`src/hdl/nnrot_pkg.sv`:
```
// nnrot_pkg: shared types, sizes and codes for the nearest-neighbour rotation core
// no dependencies; imported by every other file of the block

package nnrot_pkg;

  // frame store geometry
  localparam int unsigned MAX_ROWS   = 256;
  localparam int unsigned MAX_COLS   = 256;
  localparam int unsigned PIXEL_BITS = 16;

  localparam int unsigned ROW_IDX_W = $clog2(MAX_ROWS);
  localparam int unsigned COL_IDX_W = $clog2(MAX_COLS);
  localparam int unsigned MEM_DEPTH = MAX_ROWS * MAX_COLS;
  localparam int unsigned ADDR_W    = $clog2(MEM_DEPTH);

  // field widths
  localparam int unsigned COORD_W = 8;
  localparam int unsigned VALUE_W = 16;
  localparam int unsigned DIM_W   = 9;
  localparam int unsigned TRIG_W  = 16;

  // mapping arithmetic
  localparam int unsigned FRAC_W   = 14;
  localparam int unsigned SHIFT_W  = FRAC_W + 1;
  localparam int unsigned HALF_W   = COORD_W + 2;
  localparam int unsigned PROD_W   = HALF_W + TRIG_W;
  localparam int unsigned SUM_W    = PROD_W + 2;
  localparam int unsigned SRC_W    = SUM_W - SHIFT_W;

  // queue between front and back
  localparam int unsigned QUEUE_DEPTH = 8;
  localparam int unsigned QPTR_W      = $clog2(QUEUE_DEPTH);
  localparam int unsigned QCNT_W      = $clog2(QUEUE_DEPTH + 1);
  localparam int unsigned OCC_W       = QCNT_W + 1;

  // configuration port
  localparam int unsigned CFG_IDX_W  = 2;
  localparam int unsigned CFG_DATA_W = 16;
  localparam logic [CFG_IDX_W-1:0] CFG_ROWS = 2'd0;
  localparam logic [CFG_IDX_W-1:0] CFG_COLS = 2'd1;
  localparam logic [CFG_IDX_W-1:0] CFG_COS  = 2'd2;
  localparam logic [CFG_IDX_W-1:0] CFG_SIN  = 2'd3;

  // item kinds
  localparam logic KIND_WRITE = 1'b0;
  localparam logic KIND_QUERY = 1'b1;

  typedef struct packed {
    logic [DIM_W-1:0]         rows;
    logic [DIM_W-1:0]         cols;
    logic signed [TRIG_W-1:0] cos_q;
    logic signed [TRIG_W-1:0] sin_q;
  } cfg_t;

  // one classified operation for the back end
  typedef struct packed {
    logic                  is_query;
    logic                  in_frame;
    logic [ADDR_W-1:0]     addr;
    logic [PIXEL_BITS-1:0] data;
  } op_t;

  function automatic logic [DIM_W-1:0] clamp_dim(input logic [DIM_W-1:0] v,
                                                 input int unsigned lim);
    logic [DIM_W-1:0] r;
    r = v;
    if (v > lim) begin
      r = DIM_W'(lim);
    end
    return r;
  endfunction

endpackage

```
`src/hdl/nnrot_if.sv`:
```
// nnrot_if: valid/ready channel interfaces for input items and result words
// depends on nnrot_pkg

interface nnrot_in_if
  import nnrot_pkg::*;
  ();
  logic               valid;
  logic               ready;
  logic               kind;
  logic [COORD_W-1:0] row;
  logic [COORD_W-1:0] col;
  logic [VALUE_W-1:0] value;

  modport source (output valid, kind, row, col, value, input ready);
  modport sink   (input valid, kind, row, col, value, output ready);
endinterface


```
`src/hdl/nnrot_front.sv`:
```
// nnrot_front: accepts items, maps query coordinates back to the source pixel
// and classifies each item into a memory write or read; depends on nnrot_pkg, nnrot_if

module nnrot_front
  import nnrot_pkg::*;
(
  input  logic              clk_i,
  input  logic              rst_ni,
  input  cfg_t              cfg_i,
  input  logic [QCNT_W-1:0] queue_count_i,
  nnrot_in_if.sink          in_i,
  output logic              push_o,
  output op_t               op_o
);

  // stage 1: half-pixel offsets
  logic                      s1_valid_q, s1_valid_d;
  logic                      s1_kind_q, s1_wr_ok_q;
  logic signed [HALF_W-1:0]  s1_x2_q, s1_y2_q;
  logic [ADDR_W-1:0]         s1_addr_q;
  logic [PIXEL_BITS-1:0]     s1_data_q;

  // stage 2: products
  logic                      s2_valid_q;
  logic                      s2_kind_q, s2_wr_ok_q;
  logic signed [PROD_W-1:0]  s2_xc_q, s2_ys_q, s2_xs_q, s2_yc_q;
  logic [ADDR_W-1:0]         s2_addr_q;
  logic [PIXEL_BITS-1:0]     s2_data_q;

  // stage 3: classified op
  logic                      s3_valid_q, s3_valid_d;
  op_t                       s3_op_q, s3_op_d;

  logic                      accept;
  logic [OCC_W-1:0]          occupancy;

  logic signed [SUM_W-1:0]   ncol, nrow, off_col, off_row;
  logic                      col_neg, row_neg, col_ok, row_ok, src_inside;
  logic [SRC_W-1:0]          src_col, src_row;

  // credit: every item in flight has a queue slot reserved
  assign occupancy = OCC_W'(queue_count_i) + OCC_W'(s1_valid_q) + OCC_W'(s2_valid_q)
                   + OCC_W'(s3_valid_q);
  assign in_i.ready = occupancy < OCC_W'(QUEUE_DEPTH);
  assign accept     = in_i.valid && in_i.ready;
  assign s1_valid_d = accept;

  always_ff @(posedge clk_i) begin
    if (accept) begin
      s1_kind_q  <= in_i.kind;
      s1_wr_ok_q <= (in_i.row < cfg_i.rows) && (in_i.col < cfg_i.cols);
      s1_x2_q    <= $signed({1'b0, in_i.col, 1'b0}) - $signed({1'b0, cfg_i.cols});
      s1_y2_q    <= $signed({1'b0, in_i.row, 1'b0}) - $signed({1'b0, cfg_i.rows});
      s1_addr_q  <= ADDR_W'(in_i.row) * ADDR_W'(MAX_COLS) + ADDR_W'(in_i.col);
      s1_data_q  <= in_i.value[PIXEL_BITS-1:0];
    end
    s2_kind_q  <= s1_kind_q;
    s2_wr_ok_q <= s1_wr_ok_q;
    s2_xc_q    <= PROD_W'(s1_x2_q) * PROD_W'(cfg_i.cos_q);
    s2_ys_q    <= PROD_W'(s1_y2_q) * PROD_W'(cfg_i.sin_q);
    s2_xs_q    <= PROD_W'(s1_x2_q) * PROD_W'(cfg_i.sin_q);
    s2_yc_q    <= PROD_W'(s1_y2_q) * PROD_W'(cfg_i.cos_q);
    s2_addr_q  <= s1_addr_q;
    s2_data_q  <= s1_data_q;
    s3_op_q    <= s3_op_d;
  end

  // centre offset: dimension times one half, in Q.15 of a pixel
  assign off_col = $signed(SUM_W'(cfg_i.cols) << FRAC_W);
  assign off_row = $signed(SUM_W'(cfg_i.rows) << FRAC_W);
  assign ncol    = SUM_W'(s2_xc_q) + SUM_W'(s2_ys_q) + off_col;
  assign nrow    = SUM_W'(s2_yc_q) - SUM_W'(s2_xs_q) + off_row;

  // truncation toward zero: a value in (-1, 0) still maps to index 0
  assign col_neg = ncol[SUM_W-1];
  assign row_neg = nrow[SUM_W-1];
  assign col_ok  = !col_neg || ((&ncol[SUM_W-1:SHIFT_W]) && (|ncol[SHIFT_W-1:0]));
  assign row_ok  = !row_neg || ((&nrow[SUM_W-1:SHIFT_W]) && (|nrow[SHIFT_W-1:0]));
  assign src_col = col_neg ? '0 : ncol[SUM_W-1:SHIFT_W];
  assign src_row = row_neg ? '0 : nrow[SUM_W-1:SHIFT_W];
  assign src_inside = col_ok && row_ok && (src_col < SRC_W'(cfg_i.cols))
                   && (src_row < SRC_W'(cfg_i.rows));

  always_comb begin
    s3_op_d.is_query = (s2_kind_q == KIND_QUERY);
    s3_op_d.in_frame = src_inside;
    s3_op_d.data     = s2_data_q;
    if (s2_kind_q == KIND_QUERY) begin
      s3_op_d.addr = ADDR_W'(src_row[ROW_IDX_W-1:0]) * ADDR_W'(MAX_COLS)
                   + ADDR_W'(src_col[COL_IDX_W-1:0]);
    end else begin
      s3_op_d.addr = s2_addr_q;
    end
  end

  // out-of-frame writes are dropped here
  assign s3_valid_d = s2_valid_q && ((s2_kind_q == KIND_QUERY) || s2_wr_ok_q);

  always_ff @(posedge clk_i or negedge rst_ni) begin
    if (!rst_ni) begin
      s1_valid_q <= 1'b0;
      s2_valid_q <= 1'b0;
      s3_valid_q <= 1'b0;
    end else begin
      s1_valid_q <= s1_valid_d;
      s2_valid_q <= s1_valid_q;
      s3_valid_q <= s3_valid_d;
    end
  end

  assign push_o = s3_valid_q;
  assign op_o   = s3_op_q;

endmodule

```
`src/flat_wrapper.sv`:
```
// flat-port wrapper written by rule: the top's interface ports become plain ports
module nnrot_front_flat import nnrot_pkg::*;
  (clk_i, rst_ni, cfg_i, queue_count_i, push_o, op_o, in_i_valid, in_i_kind, in_i_row, in_i_col, in_i_value, in_i_ready);
  nnrot_in_if in_i_i ();
  input  logic clk_i;
  input  logic rst_ni;
  input  cfg_t cfg_i;
  input  logic [QCNT_W-1:0] queue_count_i;
  output logic push_o;
  output op_t op_o;
  input wire logic [$bits(in_i_i.valid)-1:0] in_i_valid;
  input wire logic [$bits(in_i_i.kind)-1:0] in_i_kind;
  input wire logic [$bits(in_i_i.row)-1:0] in_i_row;
  input wire logic [$bits(in_i_i.col)-1:0] in_i_col;
  input wire logic [$bits(in_i_i.value)-1:0] in_i_value;
  output wire logic [$bits(in_i_i.ready)-1:0] in_i_ready;
  assign in_i_i.valid = in_i_valid;
  assign in_i_i.kind = in_i_kind;
  assign in_i_i.row = in_i_row;
  assign in_i_i.col = in_i_col;
  assign in_i_i.value = in_i_value;
  assign in_i_ready = in_i_i.ready;
  nnrot_front u_core (.clk_i(clk_i), .rst_ni(rst_ni), .cfg_i(cfg_i), .queue_count_i(queue_count_i), .in_i(in_i_i), .push_o(push_o), .op_o(op_o));
endmodule
```
`config.mk`:
```
export PLATFORM = sky130hd
export DESIGN_NAME = nnrot_front_flat
export DESIGN_NICKNAME = d
export VERILOG_FILES = /design/src/hdl/nnrot_pkg.sv /design/src/hdl/nnrot_if.sv /design/src/hdl/nnrot_front.sv /design/src/flat_wrapper.sv
export SDC_FILE = /design/constraint.sdc
export NUM_CORES = 2
export LEC_CHECK = 0
export BUFFER_PORTS_ARGS = -buffer_cell sky130_fd_sc_hd__buf_4
export CAP_MARGIN = 20
export CORE_MARGIN = 1.5
export CORE_UTILIZATION = 60
export DETAILED_ROUTE_END_ITERATION = 16
export PLACE_DENSITY = 0.87
export SLEW_MARGIN = 20
export SYNTH_ARGS = -nofsm -noshare
export SYNTH_HDL_FRONTEND = slang
export SYNTH_SLANG_ARGS = --single-unit
```
`constraint.sdc`:
```
create_clock -name clk_i -period 13.3 [get_ports clk_i]
set_input_delay 1.33 -clock clk_i [delete_from_list [all_inputs] [get_ports clk_i]]
set_output_delay 1.33 -clock clk_i [all_outputs]
set_load 0.01 [all_outputs]
```
==> impl_results.md <==
- Initial core utilization: 60.6%
- Setup repair after global routing missed its margin: no
- Total of flip-flops plus latches after synthesis: 229
- Max Transition Viols Final: 0
- Endpoints failing setup: 0
- Count of clock tree sinks: 229
- DRC violations left: 0
- Post-CTS clock slew at the launch and capture registers of the worst setup and hold paths: 0.06 ns
- CTS buffer count: 25
- Proportion of synthesized chip area in sequential cells: 15.4%
- Final critical path time including I/O delays and setup: 7.13 ns
- Met3 layer wire length in the routed design: 5790 µm
- Quantity of I/O buffers inserted on ports: 125
- Antenna violations before repair: 4
- Maximum root-to-sink buffer count: 3
- Final count of hold timing violations: 0
- Total wire length after detailed routing: 80700 µm
- Clock tree from TritonCTS: built
- Length of routed met2 wiring: 39300 µm
- Clock root cell: clkbuf_16
- Register cell area after layout: 5140 µm²
- Number of warnings printed during yosys synthesis: 0
- Core Area: 55000 µm²
- Final Cycle Share: 53.6%
- Die span in y: 239 µm
- Largest net degree at the start of global routing: 56
- Signed area change from the synthesized netlist to the final layout: 7.18%
- Arrival time at the worst endpoint: 7.63 ns
- Top Layer Used: met5
- First drt pass iteration count: 6
- Aggregate global routing overflow: 0
- Buffer count from post-CTS setup fixing: 0
- Slowest cell on the critical path: a31oi_1
- Detailed-route via count: 24.8k
- Number of unique standard cell types used by synthesis: 84
- Layout Nets: 4534
- # IOs: 126
- Vias per inst: 5.78
- Critical-path maximum fanout: 9
- Sum of net half-perimeters after detailed placement: 63900 µm
- Transition time at the pin with the least slew margin: 1.02 ns
- M1 WL: 30800 µm
- Number of fillers in the final layout: 4129
- Avg Synthesized Cell Area: 9.58 µm²
- CP max stage delay: 0.76 ns
- Clock latency reported for the late side of the worst-skew pair: 0.58 ns
- Depth of the CTS H-tree: 1
- Number of global-route vias before repair: 26.4k
- Maximum Capacitance Violations: 0
- Type of the tightest min-delay check: reg -> reg
- Total nets after synthesis: 4492
- Highest achievable clock rate: 0.140 GHz
- Overall fraction of global-route tracks in use: 29.4%
- Sum Neg Setup Slack: 0 ns
- Std cell rows: 86
- Post-cts resize count: 0
- Startpoint-to-endpoint class of the critical path: reg -> reg
- Worst Clk Skew: 0.0600 ns
- Required @ worst endpoint: 13.80 ns
- Post-synthesis cell count: 3475
- Weighted congestion at the end of routability-driven global placement: 0.911
- Type of element launching the critical path: flop
- Run status: complete, no violations
- Share of layout cells above drive strength 1: 6.90%
- Antenna viol nets, final: 0
- Async set-reset flop share out of synthesis: 1.31%
- Wire length of the first global-routing pass: 133000 µm
- Dominant synthesized flop cell: dfxtp_1
- Synthesized cell area: 33300 µm²
- Multi-input gate area in the final layout: 25500 µm²
- Die W: 239 µm
- Per-cell routed wire length: 18.8 µm
- Hold buffers post-CTS: 0
- Overall die area: 56900 µm²
- Count of routing violations after the opening detailed-route iteration: 1785
- EDFF count, synth: 54
- Critical Path End Type: flop
- Worst slew slack as a fraction of its limit: 32.0%
stage by stage:
step | hold WS, ns | setup WS (ns) | area [µm²] | cells | utilization, %
6_report | 0.323 | 6.17 | 35700 | 4286 | 64.9
5_1_grt | 0.336 | 5.55 | 35700 | 4285 | 64.9
4_1_cts | 0.328 | 6.15 | 35700 | 4284 | 64.9
3_5_place_dp | 0.312 | 6.12 | 34800 | 4238 | 63.4
3_3_place_gp | 0.311 | 6.31 | 34800 | 4238 | 63.4
2_1_floorplan | 0.310 | 6.73 | 33300 | 3475 | -
state kept, by name, indices dropped and copies added (netlist names), 10 cells and up:
name	flops
u_core.s1_addr_q	16
u_core.s2_addr_q	16
u_core.s2_xc_q	26
u_core.s1_y2_q	10
u_core.s1_x2_q	10
u_core.op_o	34
u_core.s2_ys_q	26
u_core.s2_xs_q	26
u_core.s1_data_q	16
u_core.s2_data_q	16
u_core.s2_yc_q	26
final cells by class:
class	instances	area share (%)
sequential	229	14.4
tap	748	2.62
multi-input combinational	2532	71.4
clock buffer	33	1.98
timing repair buffer	146	3.07
inverter	583	6.13
antenna	2	0.0140
clock inverter	13	0.389
critical path: cells and delay by family, from the launching register on:
kind            cells  cell delay [ns]
buf+inv             1             0.06
fa+ha+maj           4             1.23
compound gates     12             3.86
flops               1             0.31
simple gates       11             1.61
per-layer routing:
metal  track usage (%)  vias to the layer above
met2              50.6                     1181
met3              3.60                      266
met1              36.4                    12200
met5                 0                        -
met4              15.7                        6
li1                  -                    11100
worst paths after layout:
kind | start | endpoint | slack [ns] | cells after the start
worst min register to register | u_core.s1_valid_q | u_core.s2_valid_q | 0.32 | 0
min in group asynchronous | rst_ni | u_core.s2_valid_q | 0.53 | 1
worst max register to register | u_core.s2_ys_q[0] | u_core.op_o[32] | 6.17 | 28
worst max-delay path | u_core.s2_ys_q[0] | u_core.op_o[32] | 6.17 | 28
worst min-delay path | u_core.s1_valid_q | u_core.s2_valid_q | 0.32 | 0
max in group asynchronous | rst_ni | u_core.push_o | 12.62 | 1
synth_stat cells, types with 24 or more instances:
library cell    n  area share, %
inv_1         583            6.6
fa_1          563             34
ha_1          364             14
nand2_1       351            4.0
and2_1        292            5.5
dfxtp_1       172             10
clkbuf_1      129            1.5
xnor2_1       112            2.9
a21oi_1       109            1.6
nor2_1        102            1.1
nand2b_1       73            1.4
a21o_1         63            1.4
o21ai_0        60           0.90
edfxtp_1       54            4.9
xor2_1         51            1.3
nor3_1         42           0.63
nand3_1        31           0.47
o21bai_1       24           0.54
cells in the final DEF (no fill, tap or decap), types with 60 or more instances in the layout:
| cell | netlist | layout |
|---|---|---|
| a21o_1 | 63 | 63 |
| a21oi_1 | 109 | 109 |
| and2_1 | 292 | 291 |
| buf_4 | 0 | 146 |
| dfxtp_1 | 172 | 172 |
| fa_1 | 563 | 563 |
| ha_1 | 364 | 364 |
| inv_1 | 583 | 583 |
| nand2_1 | 351 | 351 |
| nand2b_1 | 73 | 73 |
| nor2_1 | 102 | 102 |
| o21ai_0 | 60 | 60 |
| xnor2_1 | 112 | 112 |
kinds of logic after synthesis:
group	synth area share (%)
adder cells (fa/ha/maj)	47.5
multiplexers	0.571
buffers and inverters	8.05
AND/OR/NAND/NOR	15.4
XOR/XNOR	4.29
flip-flops	15.4
AO/OA/AOI/OAI	8.70
Power is not shown: default switching activity piles up to over one toggle a cycle in this logic, so the estimate is an artifact.
