--- config.mk ---
export PLATFORM = sky130hd
export DESIGN_NAME = nnrot_queue
export DESIGN_NICKNAME = d
export VERILOG_FILES = /design/src/hdl/nnrot_pkg.sv /design/src/hdl/nnrot_queue.sv
export SDC_FILE = /design/constraint.sdc
export NUM_CORES = 1
export LEC_CHECK = 0
export BUFFER_PORTS_ARGS = -buffer_cell sky130_fd_sc_hd__clkbuf_2
export CORE_ASPECT_RATIO = 0.8
export CORE_MARGIN = 4
export CORE_UTILIZATION = 45
export CTS_CLUSTER_DIAMETER = 120
export DETAILED_ROUTE_END_ITERATION = 8
export SLEW_MARGIN = 20
export SYNTH_ARGS = -nofsm -noshare
export SYNTH_HDL_FRONTEND = slang
export SYNTH_SLANG_ARGS = --single-unit
--- constraint.sdc ---
create_clock -name clk_i -period 5.7 [get_ports clk_i]
set_input_delay 1.14 -clock clk_i [delete_from_list [all_inputs] [get_ports clk_i]]
set_output_delay 1.14 -clock clk_i [all_outputs]
set_load 0.02 [all_outputs]
--- src/hdl/nnrot_pkg.sv ---
// nnrot_pkg: shared types, sizes and codes for the nearest-neighbour rotation core
// no dependencies; imported by every other file of the block

package nnrot_pkg;

  // frame store geometry
  localparam int unsigned MAX_ROWS   = 256;
  localparam int unsigned MAX_COLS   = 256;
  localparam int unsigned PIXEL_BITS = 16;

  localparam int unsigned ROW_IDX_W = $clog2(MAX_ROWS);
  localparam int unsigned COL_IDX_W = $clog2(MAX_COLS);
  localparam int unsigned MEM_DEPTH = MAX_ROWS * MAX_COLS;
  localparam int unsigned ADDR_W    = $clog2(MEM_DEPTH);

  // field widths
  localparam int unsigned COORD_W = 8;
  localparam int unsigned VALUE_W = 16;
  localparam int unsigned DIM_W   = 9;
  localparam int unsigned TRIG_W  = 16;

  // mapping arithmetic
  localparam int unsigned FRAC_W   = 14;
  localparam int unsigned SHIFT_W  = FRAC_W + 1;
  localparam int unsigned HALF_W   = COORD_W + 2;
  localparam int unsigned PROD_W   = HALF_W + TRIG_W;
  localparam int unsigned SUM_W    = PROD_W + 2;
  localparam int unsigned SRC_W    = SUM_W - SHIFT_W;

  // queue between front and back
  localparam int unsigned QUEUE_DEPTH = 8;
  localparam int unsigned QPTR_W      = $clog2(QUEUE_DEPTH);
  localparam int unsigned QCNT_W      = $clog2(QUEUE_DEPTH + 1);
  localparam int unsigned OCC_W       = QCNT_W + 1;

  // configuration port
  localparam int unsigned CFG_IDX_W  = 2;
  localparam int unsigned CFG_DATA_W = 16;
  localparam logic [CFG_IDX_W-1:0] CFG_ROWS = 2'd0;
  localparam logic [CFG_IDX_W-1:0] CFG_COLS = 2'd1;
  localparam logic [CFG_IDX_W-1:0] CFG_COS  = 2'd2;
  localparam logic [CFG_IDX_W-1:0] CFG_SIN  = 2'd3;

  // item kinds
  localparam logic KIND_WRITE = 1'b0;
  localparam logic KIND_QUERY = 1'b1;

  typedef struct packed {
    logic [DIM_W-1:0]         rows;
    logic [DIM_W-1:0]         cols;
    logic signed [TRIG_W-1:0] cos_q;
    logic signed [TRIG_W-1:0] sin_q;
  } cfg_t;

  // one classified operation for the back end
  typedef struct packed {
    logic                  is_query;
    logic                  in_frame;
    logic [ADDR_W-1:0]     addr;
    logic [PIXEL_BITS-1:0] data;
  } op_t;

  function automatic logic [DIM_W-1:0] clamp_dim(input logic [DIM_W-1:0] v,
                                                 input int unsigned lim);
    logic [DIM_W-1:0] r;
    r = v;
    if (v > lim) begin
      r = DIM_W'(lim);
    end
    return r;
  endfunction

endpackage

--- src/hdl/nnrot_queue.sv ---
// nnrot_queue: short fifo of classified ops between front and back
// depends on nnrot_pkg

module nnrot_queue
  import nnrot_pkg::*;
(
  input  logic              clk_i,
  input  logic              rst_ni,
  input  logic              push_i,
  input  op_t               op_i,
  input  logic              pop_i,
  output logic              valid_o,
  output op_t               op_o,
  output logic [QCNT_W-1:0] count_o
);

  op_t               slot_q [QUEUE_DEPTH];
  logic [QPTR_W-1:0] wr_ptr_q, rd_ptr_q;
  logic [QCNT_W-1:0] count_q, count_d;

  always_ff @(posedge clk_i) begin
    if (push_i) begin
      slot_q[wr_ptr_q] <= op_i;
    end
  end

  always_comb begin
    count_d = count_q;
    if (push_i && !pop_i) begin
      count_d = count_q + QCNT_W'(1);
    end else if (pop_i && !push_i) begin
      count_d = count_q - QCNT_W'(1);
    end
  end

  always_ff @(posedge clk_i or negedge rst_ni) begin
    if (!rst_ni) begin
      wr_ptr_q <= '0;
      rd_ptr_q <= '0;
      count_q  <= '0;
    end else begin
      if (push_i) begin
        wr_ptr_q <= (wr_ptr_q == QPTR_W'(QUEUE_DEPTH - 1)) ? '0 : wr_ptr_q + QPTR_W'(1);
      end
      if (pop_i) begin
        rd_ptr_q <= (rd_ptr_q == QPTR_W'(QUEUE_DEPTH - 1)) ? '0 : rd_ptr_q + QPTR_W'(1);
      end
      count_q <= count_d;
    end
  end

  assign valid_o = (count_q != '0);
  assign op_o    = slot_q[rd_ptr_q];
  assign count_o = count_q;

endmodule

==> results of run 1 <==
through the flow:
stage / utilization (%) / total power [mW] / hold WS [ns] / setup slack, ns
final: 53.23 / 6.698 / 0.4780 / 1.745
after global routing: 53.23 / 7.040 / 0.4783 / 1.542
after CTS: 53.23 / 6.815 / 0.4612 / 1.646
after detailed placement: 49.08 / 4.834 / 0.5404 / 2.212
after global placement: 48.95 / 4.756 / 0.5233 / 2.146
after floorplan: - / 4.195 / 0.5210 / 1.658
worst max-delay path by stage:
stage | from | to | slack, ns | depth (start not counted)
after floorplan | push_i | slot_q[0][0] | 1.66 | 2
after global placement | rd_ptr_q[0] | op_o[4] | 2.15 | 3
after detailed placement | rd_ptr_q[1] | op_o[31] | 2.21 | 4
after CTS | rd_ptr_q[1] | op_o[31] | 1.65 | 4
after global routing | rd_ptr_q[1] | op_o[4] | 1.54 | 4
final | rd_ptr_q[1] | op_o[1] | 1.75 | 4
power by group through the flow:
| stage | Sequential, mW | Combinational [mW] | Clock [mW] |
|---|---|---|---|
| finish | 2.86 | 1.86 | 1.97 |
| global route | 2.90 | 2.01 | 2.12 |
| CTS | 2.88 | 1.92 | 2.02 |
| detailed placement | 2.92 | 1.91 | 0 |
| global placement | 2.97 | 1.79 | 0 |
| floorplan | 2.74 | 1.45 | 0 |
layout make-up:
type | instances | share of cell area, %
Sequential cell | 282 | 65.12
Timing Repair Buffer | 86 | 3.867
Clock buffer | 32 | 5.695
Tap cell | 318 | 3.075
Inverter | 3 | 0.08702
Clock inverter | 20 | 2.108
Multi-Input combinational cell | 151 | 20.05
worst register-to-register path, stage by stage, from the launching register on:
cell and delay (ns):
dfrtp_1 0.40, nand2b_1 0.31, nor3_2 0.85, buf_12 0.32
cell usage after synthesis (2+ instances only):
| library cell | n |
|---|---|
| a21oi_1 | 2 |
| buf_2 | 2 |
| buf_6 | 8 |
| clkbuf_1 | 10 |
| dfrtp_1 | 10 |
| edfxtp_1 | 272 |
| ha_1 | 7 |
| inv_1 | 3 |
| mux2_2 | 40 |
| mux4_1 | 67 |
| nand2_1 | 4 |
| nand2b_1 | 3 |
| nand3_1 | 2 |
| nand3b_1 | 2 |
| nor2_1 | 8 |
| nor3_1 | 3 |
| o211ai_1 | 2 |
| o21ai_0 | 2 |
| or4_1 | 2 |
| xnor2_1 | 2 |
sequential cells by signal (all words and copies together), names as in the netlist:
register and flops:
slot_q 272, count_o 4, rd_ptr_q 3, wr_ptr_q 3
placed cells by master (no fill, tap or decap), types with 6 or more instances in the layout:
cell	Yosys	final
ha_1	7	7
buf_4	0	7
nor2_4	0	6
edfxtp_1	272	272
clkbuf_16	0	29
bufinv_16	0	7
dfrtp_1	10	7
mux2_2	40	40
clkbuf_2	0	76
clkinv_2	0	8
mux4_1	67	67
logic make-up after synthesis:
group           synth area share [%]
mux                            20.19
fa+ha+maj                     0.9684
flops                          75.77
xor+xnor                      0.1577
simple gates                   1.126
compound gates                0.4166
buf+inv                        1.374
metal layers:
layer  GRT usage, %  routed length [um]  vias to the layer above
met1          20.26                8687                     2523
met3          3.178                 999                       36
met5              0                  27                        -
met4          3.500                 364                        4
li1               -                   -                     2202
met2          26.10               10310                       97
==> impl_metrics.env, run 1 <==
export IMPL_status="finished, final reports clean"
export IMPL_postPlaceCellArea_sq_um=11930
export IMPL_synth_top_area_share_pct=73.51
export IMPL_synthCells=457
export IMPL_clk_path_buf_depth=3
export IMPL_ctsRootBufferMaster="clkbuf_16"
export IMPL_h_tree_depth=1
export IMPL_p_seq_share_pct=42.7
export IMPL_critPathMaxStageDelay_ns=0.85
export IMPL_reg2reg_setup_slack_ns=3.49
export IMPL_tightest_slew_ns=1.031
export IMPL_leakage_nw=4.445
export IMPL_grt_pass1_vias=5182
export IMPL_synth_area_sq_um=11110
export IMPL_cp_start_kind="flip-flop"
export IMPL_syn_nets=503
export IMPL_cpMaxStageDelayCell="dfrtp_2"
export IMPL_rsz0062_at_grt="no"
export IMPL_synth_distinct_cells=26
export IMPL_endpoint_kind="primary output"
export IMPL_antenna_found_initial=2
export IMPL_clock_latency_ns=0.53
export IMPL_avgSynthCellArea_sq_um=24.31
export IMPL_start_util_pct=45.70
export IMPL_num_nets_final=598
export IMPL_path_cells="buf_4, mux4_1, mux2_2, clkbuf_2"
export IMPL_multi_input_area_sq_um=2595
export IMPL_dieArea_sq_um=27280
export IMPL_power_switching_mw=1.960
export IMPL_fin_skew_ns=0.008757
export IMPL_hold_viol=0
export IMPL_path_delay_family="flip-flops"
export IMPL_io_pins=77
export IMPL_viasPerCell=5.451
export IMPL_detail_route_antenna_nets=0
export IMPL_io_buffers=76
export IMPL_syn_to_final_growth_pct=16.48
export IMPL_finalSetupTns_ns=0
export IMPL_drive_gt1_share_pct=31.88
export IMPL_crit_path_max_fanout=38
export IMPL_synth_flop_cell="edfxtp_1"
export IMPL_intPower_mw=4.738
export IMPL_first_iter_violations=255
export IMPL_numCtsBuffers=28
export IMPL_seq_area_frac_synth_pct=75.77
export IMPL_finalNonFillerCells=892
export IMPL_setup_viol=0
export IMPL_cts_tree="yes"
export IMPL_n_antenna_cell=0
export IMPL_postCtsSetupBuffers=0
export IMPL_vias=4862
export IMPL_synth_edff_count=272
export IMPL_yosys_top_cells_area="edfxtp_1 (74%), mux4_1 (16%), mux2_2 (4.1%), dfrtp_1 (2.3%), buf_6 (0.81%)"
export IMPL_overflow=0
export IMPL_path_class="reg -> out"
export IMPL_post_route_period_util_pct=69.38
export IMPL_cap_violations=0
export IMPL_final_area_sq_um=12940
export IMPL_powerDensity_nw_per_um2=517.6
export IMPL_die_x_um=183.7
export IMPL_synth_warnings=0
export IMPL_die_h_um=148.5
export IMPL_grt_pass1_wl_um=31320
export IMPL_power_switching_share_pct=29.26
export IMPL_drv_slew=0
export IMPL_rows=51
export IMPL_nFillCells=1879
export IMPL_combPwrFrac_pct=27.8
export IMPL_regArea_sq_um=8427
export IMPL_routed_wl_um=20380
export IMPL_fmaxAchievable_mhz=252.9
export IMPL_wl_per_cell_um=22.85
export IMPL_cts_resized=0
export IMPL_cts_sinks=282
export IMPL_dp_hpwl_um=11300
export IMPL_r2r_end="slot_q[0][27]"
export IMPL_dr_pass1_iters=4
export IMPL_grt_use_total_pct=15.22
export IMPL_dp_cells=840
export IMPL_core_sq_um=24310
export IMPL_slew_headroom_pct=30.89
export IMPL_ir_drop_mv=0.3251
export IMPL_gp_congestion=0.7094
export IMPL_synth_largest_area_cell="edfxtp_1"
export IMPL_min_path_type="in -> async"
export IMPL_cts_clk_slew_worst_paths_ns=0.06
export IMPL_synth_seq_cells=282
export IMPL_crit_required_ns=4.56
export IMPL_critical_path_buf_inv_count=2
export IMPL_grt_max_degree=42
export IMPL_ys_async_sr_fraction_pct=3.546
export IMPL_worstReg2RegStart="wr_ptr_q[1]"
export IMPL_drcViolationCount=0
export IMPL_hold_buffers=0
export IMPL_clkPwrFrac_pct=29.4
export IMPL_r2r_cells=3
export IMPL_finalCriticalPeriod_ns=3.955
export IMPL_critPathArrivalTime_ns=2.81
Note: power is estimated with default switching activity, not from simulation.
==> run 2: changes to the inputs <==
--- a/config.mk
+++ b/config.mk
@@ -5,6 +5,7 @@
 export SDC_FILE = /design/constraint.sdc
 export NUM_CORES = 1
 export LEC_CHECK = 0
+export ABC_AREA = 1
 export BUFFER_PORTS_ARGS = -buffer_cell sky130_fd_sc_hd__clkbuf_2
 export CORE_ASPECT_RATIO = 0.8
 export CORE_MARGIN = 4
==> constraint.sdc (replaced) <==
create_clock -name clk_i -period 4.07 [get_ports clk_i]
set_input_delay 0.814 -clock clk_i [delete_from_list [all_inputs] [get_ports clk_i]]
set_output_delay 0.814 -clock clk_i [all_outputs]
set_load 0.02 [all_outputs]
==> impl_metrics.env, run 2 <==
export IMPL_status="finished, final reports clean"
export IMPL_synth_edff_count=272
export IMPL_synth_most_common_cell="nand2_1"
export IMPL_synth_common_cells="nand2_1 (466), nor2_1 (284), edfxtp_1 (272)"
export IMPL_mostFrequentLayoutCell="nand2_1"
export IMPL_first_iter_violations=399
export IMPL_synth_flop_cell="edfxtp_1"
export IMPL_nFillCells=2372
export IMPL_viasPerCell=4.566
export IMPL_postCtsSetupBuffers=0
export IMPL_finalCriticalPeriod_ns=3.374
export IMPL_synth_seq_cells=282
export IMPL_synth_area_sq_um=12240
export IMPL_cp_common_cell="nand2_1"
export IMPL_dr_pass1_iters=6
export IMPL_worstReg2RegStart="wr_ptr_q[0]"
export IMPL_die_h_um=155.5
export IMPL_n_antenna_cell=0
export IMPL_synth_warnings=0
export IMPL_post_route_period_util_pct=82.91
export IMPL_hold_buffers=0
export IMPL_tightest_slew_ns=0.9447
export IMPL_wl_per_cell_um=14.67
export IMPL_final_cell_mix="nand2_1 (466), nor2_1 (276), edfxtp_1 (272)"
export IMPL_dieArea_sq_um=29920
export IMPL_cap_violations=0
export IMPL_avgSynthCellArea_sq_um=9.768
export IMPL_grt_use_total_pct=16.78
export IMPL_rsz0062_at_grt="no"
export IMPL_cts_resized=0
export IMPL_synth_largest_area_cell="edfxtp_1"
export IMPL_synth_compound_area_share_pct=0.3271
export IMPL_routed_wl_um=24930
export IMPL_synthAdderAreaFrac_pct=0.8792
export IMPL_cts_tree="yes"
export IMPL_postPlaceCellArea_sq_um=13040
export IMPL_h_tree_depth=1
export IMPL_clock_latency_ns=0.54
export IMPL_io_buffers=76
export IMPL_yosys_top_cells_area="edfxtp_1 (67%), nand2_1 (14%), nor2_1 (8.7%), inv_1 (4.4%), dfrtp_1 (2.0%)"
export IMPL_leakage_nw=6.074
export IMPL_start_util_pct=46.14
export IMPL_final_area_sq_um=13860
export IMPL_drive_gt1_share_pct=10.57
export IMPL_rows=53
export IMPL_drcViolationCount=0
export IMPL_setup_viol=0
export IMPL_ys_async_sr_fraction_pct=3.546
export IMPL_ctsRootBufferMaster="clkbuf_16"
export IMPL_regArea_sq_um=8424
export IMPL_cp_start_kind="flip-flop"
export IMPL_synth_top_family_by_area="simple AND/OR/NAND/NOR gates"
export IMPL_synth_distinct_cells=19
export IMPL_min_path_type="in -> async"
export IMPL_regMostFlops="slot_q"
export IMPL_grt_pass1_wl_um=39360
export IMPL_grt_max_degree=70
export IMPL_gp_congestion=0.7257
export IMPL_critPathMaxStageDelay_ns=0.90
export IMPL_numCtsBuffers=29
export IMPL_multi_input_area_sq_um=3062
export IMPL_seq_area_frac_synth_pct=68.78
export IMPL_reg2reg_setup_slack_ns=2.06
export IMPL_hold_viol=0
export IMPL_critPathArrivalTime_ns=2.56
export IMPL_cpMaxStageDelayCell="dfrtp_4"
export IMPL_antenna_found_initial=1
export IMPL_cts_clk_slew_worst_paths_ns=0.06
export IMPL_synth_xor_area_share_pct=0.1431
export IMPL_synth_top_area_share_pct=66.73
export IMPL_num_nets_final=1370
export IMPL_io_pins=77
export IMPL_powerDensity_nw_per_um2=665.0
export IMPL_synthSimpleGateAreaFrac_pct=23.18
export IMPL_syn_nets=1299
export IMPL_synthMuxAreaShare_pct=0
export IMPL_dp_hpwl_um=13020
export IMPL_fmaxAchievable_mhz=296.4
export IMPL_crit_required_ns=3.26
export IMPL_crit_path_max_fanout=65
export IMPL_slew_headroom_pct=36.63
export IMPL_fin_skew_ns=0.007063
export IMPL_die_x_um=192.4
export IMPL_r2r_cells=3
export IMPL_cts_sinks=282
export IMPL_syn_to_final_growth_pct=13.22
export IMPL_detail_route_antenna_nets=0
export IMPL_grt_pass1_vias=7244
export IMPL_path_class="reg -> out"
export IMPL_ir_drop_mv=0.4066
export IMPL_path_cells="buf_12, nor2_1, nor2_1, nand2_1, nand2_1, nand2_1, nand2_1, clkbuf_2"
export IMPL_core_sq_um=26530
export IMPL_synthCells=1253
export IMPL_r2r_end="slot_q[5][31]"
export IMPL_endpoint_kind="primary output"
export IMPL_drv_slew=0
export IMPL_largest_register_ffs=272
export IMPL_overflow=0
export IMPL_vias=7762
export IMPL_clk_path_buf_depth=3
export IMPL_finalSetupTns_ns=0
## run 2: area by class of cell
cell class              instances  area share [%]
clock buffers                  38           5.481
clock inverters                12          0.4515
inverters                     147           3.982
multi-input cells             772           22.09
flip-flops and latches        282           60.79
well taps                     357           3.223
repair buffers                 92           3.973
## run 2: logic make-up after synthesis
group / count (synthesis)
simple gates: 754
xor+xnor: 2
fa+ha+maj: 8
flops: 282
compound gates: 8
buf+inv: 199
## run 2: layer usage
layer	track usage [%]	share of wire (%)	vias to the layer above
met2	28.39	48	124
met5	0	0.080	-
met3	3.006	4.5	40
met1	22.82	46	3566
li1	-	-	4030
met4	4.005	2.0	2
## run 2: critical path, delay by kind of cell (launching register included)
kind,cells,cell delay [ns]
buf+inv,2,0.51
flops,1,0.90
simple gates,6,0.54
## run 2: worst max path at each step
stage	slack [ns]	depth (start not counted)	endpoint	startpoint
after floorplan	1.28	2	slot_q[1][0]	push_i
after global placement	1.25	8	op_o[3]	rd_ptr_q[0]
after detailed placement	1.27	8	op_o[30]	rd_ptr_q[0]
after CTS	0.67	8	op_o[30]	rd_ptr_q[0]
after global routing	0.47	8	op_o[29]	rd_ptr_q[0]
final	0.70	8	op_o[4]	rd_ptr_q[0]
## run 2: report_power, final
group | internal, mW | switching, mW | leakage [nW]
clock network | 1.30 | 1.03 | 0.407
logic | 0.947 | 2.20 | 3.08
registers | 3.57 | 0.164 | 2.59
## run 2: metrics by stage
stage / utilization, % / hold slack, ns / worst slack, ns / power, mW / instances
global route: 52.24 / 0.1405 / 0.4668 / 9.871 / 1700
detailed placement: 49.14 / 0.5488 / 1.266 / 7.001 / 1650
CTS: 52.24 / 0.1141 / 0.6658 / 9.361 / 1700
floorplan: - / 0.5184 / 1.283 / 5.990 / 1253
global placement: 49.14 / 0.5346 / 1.250 / 6.966 / 1650
finish: 52.24 / 0.1321 / 0.6957 / 9.215 / 1700
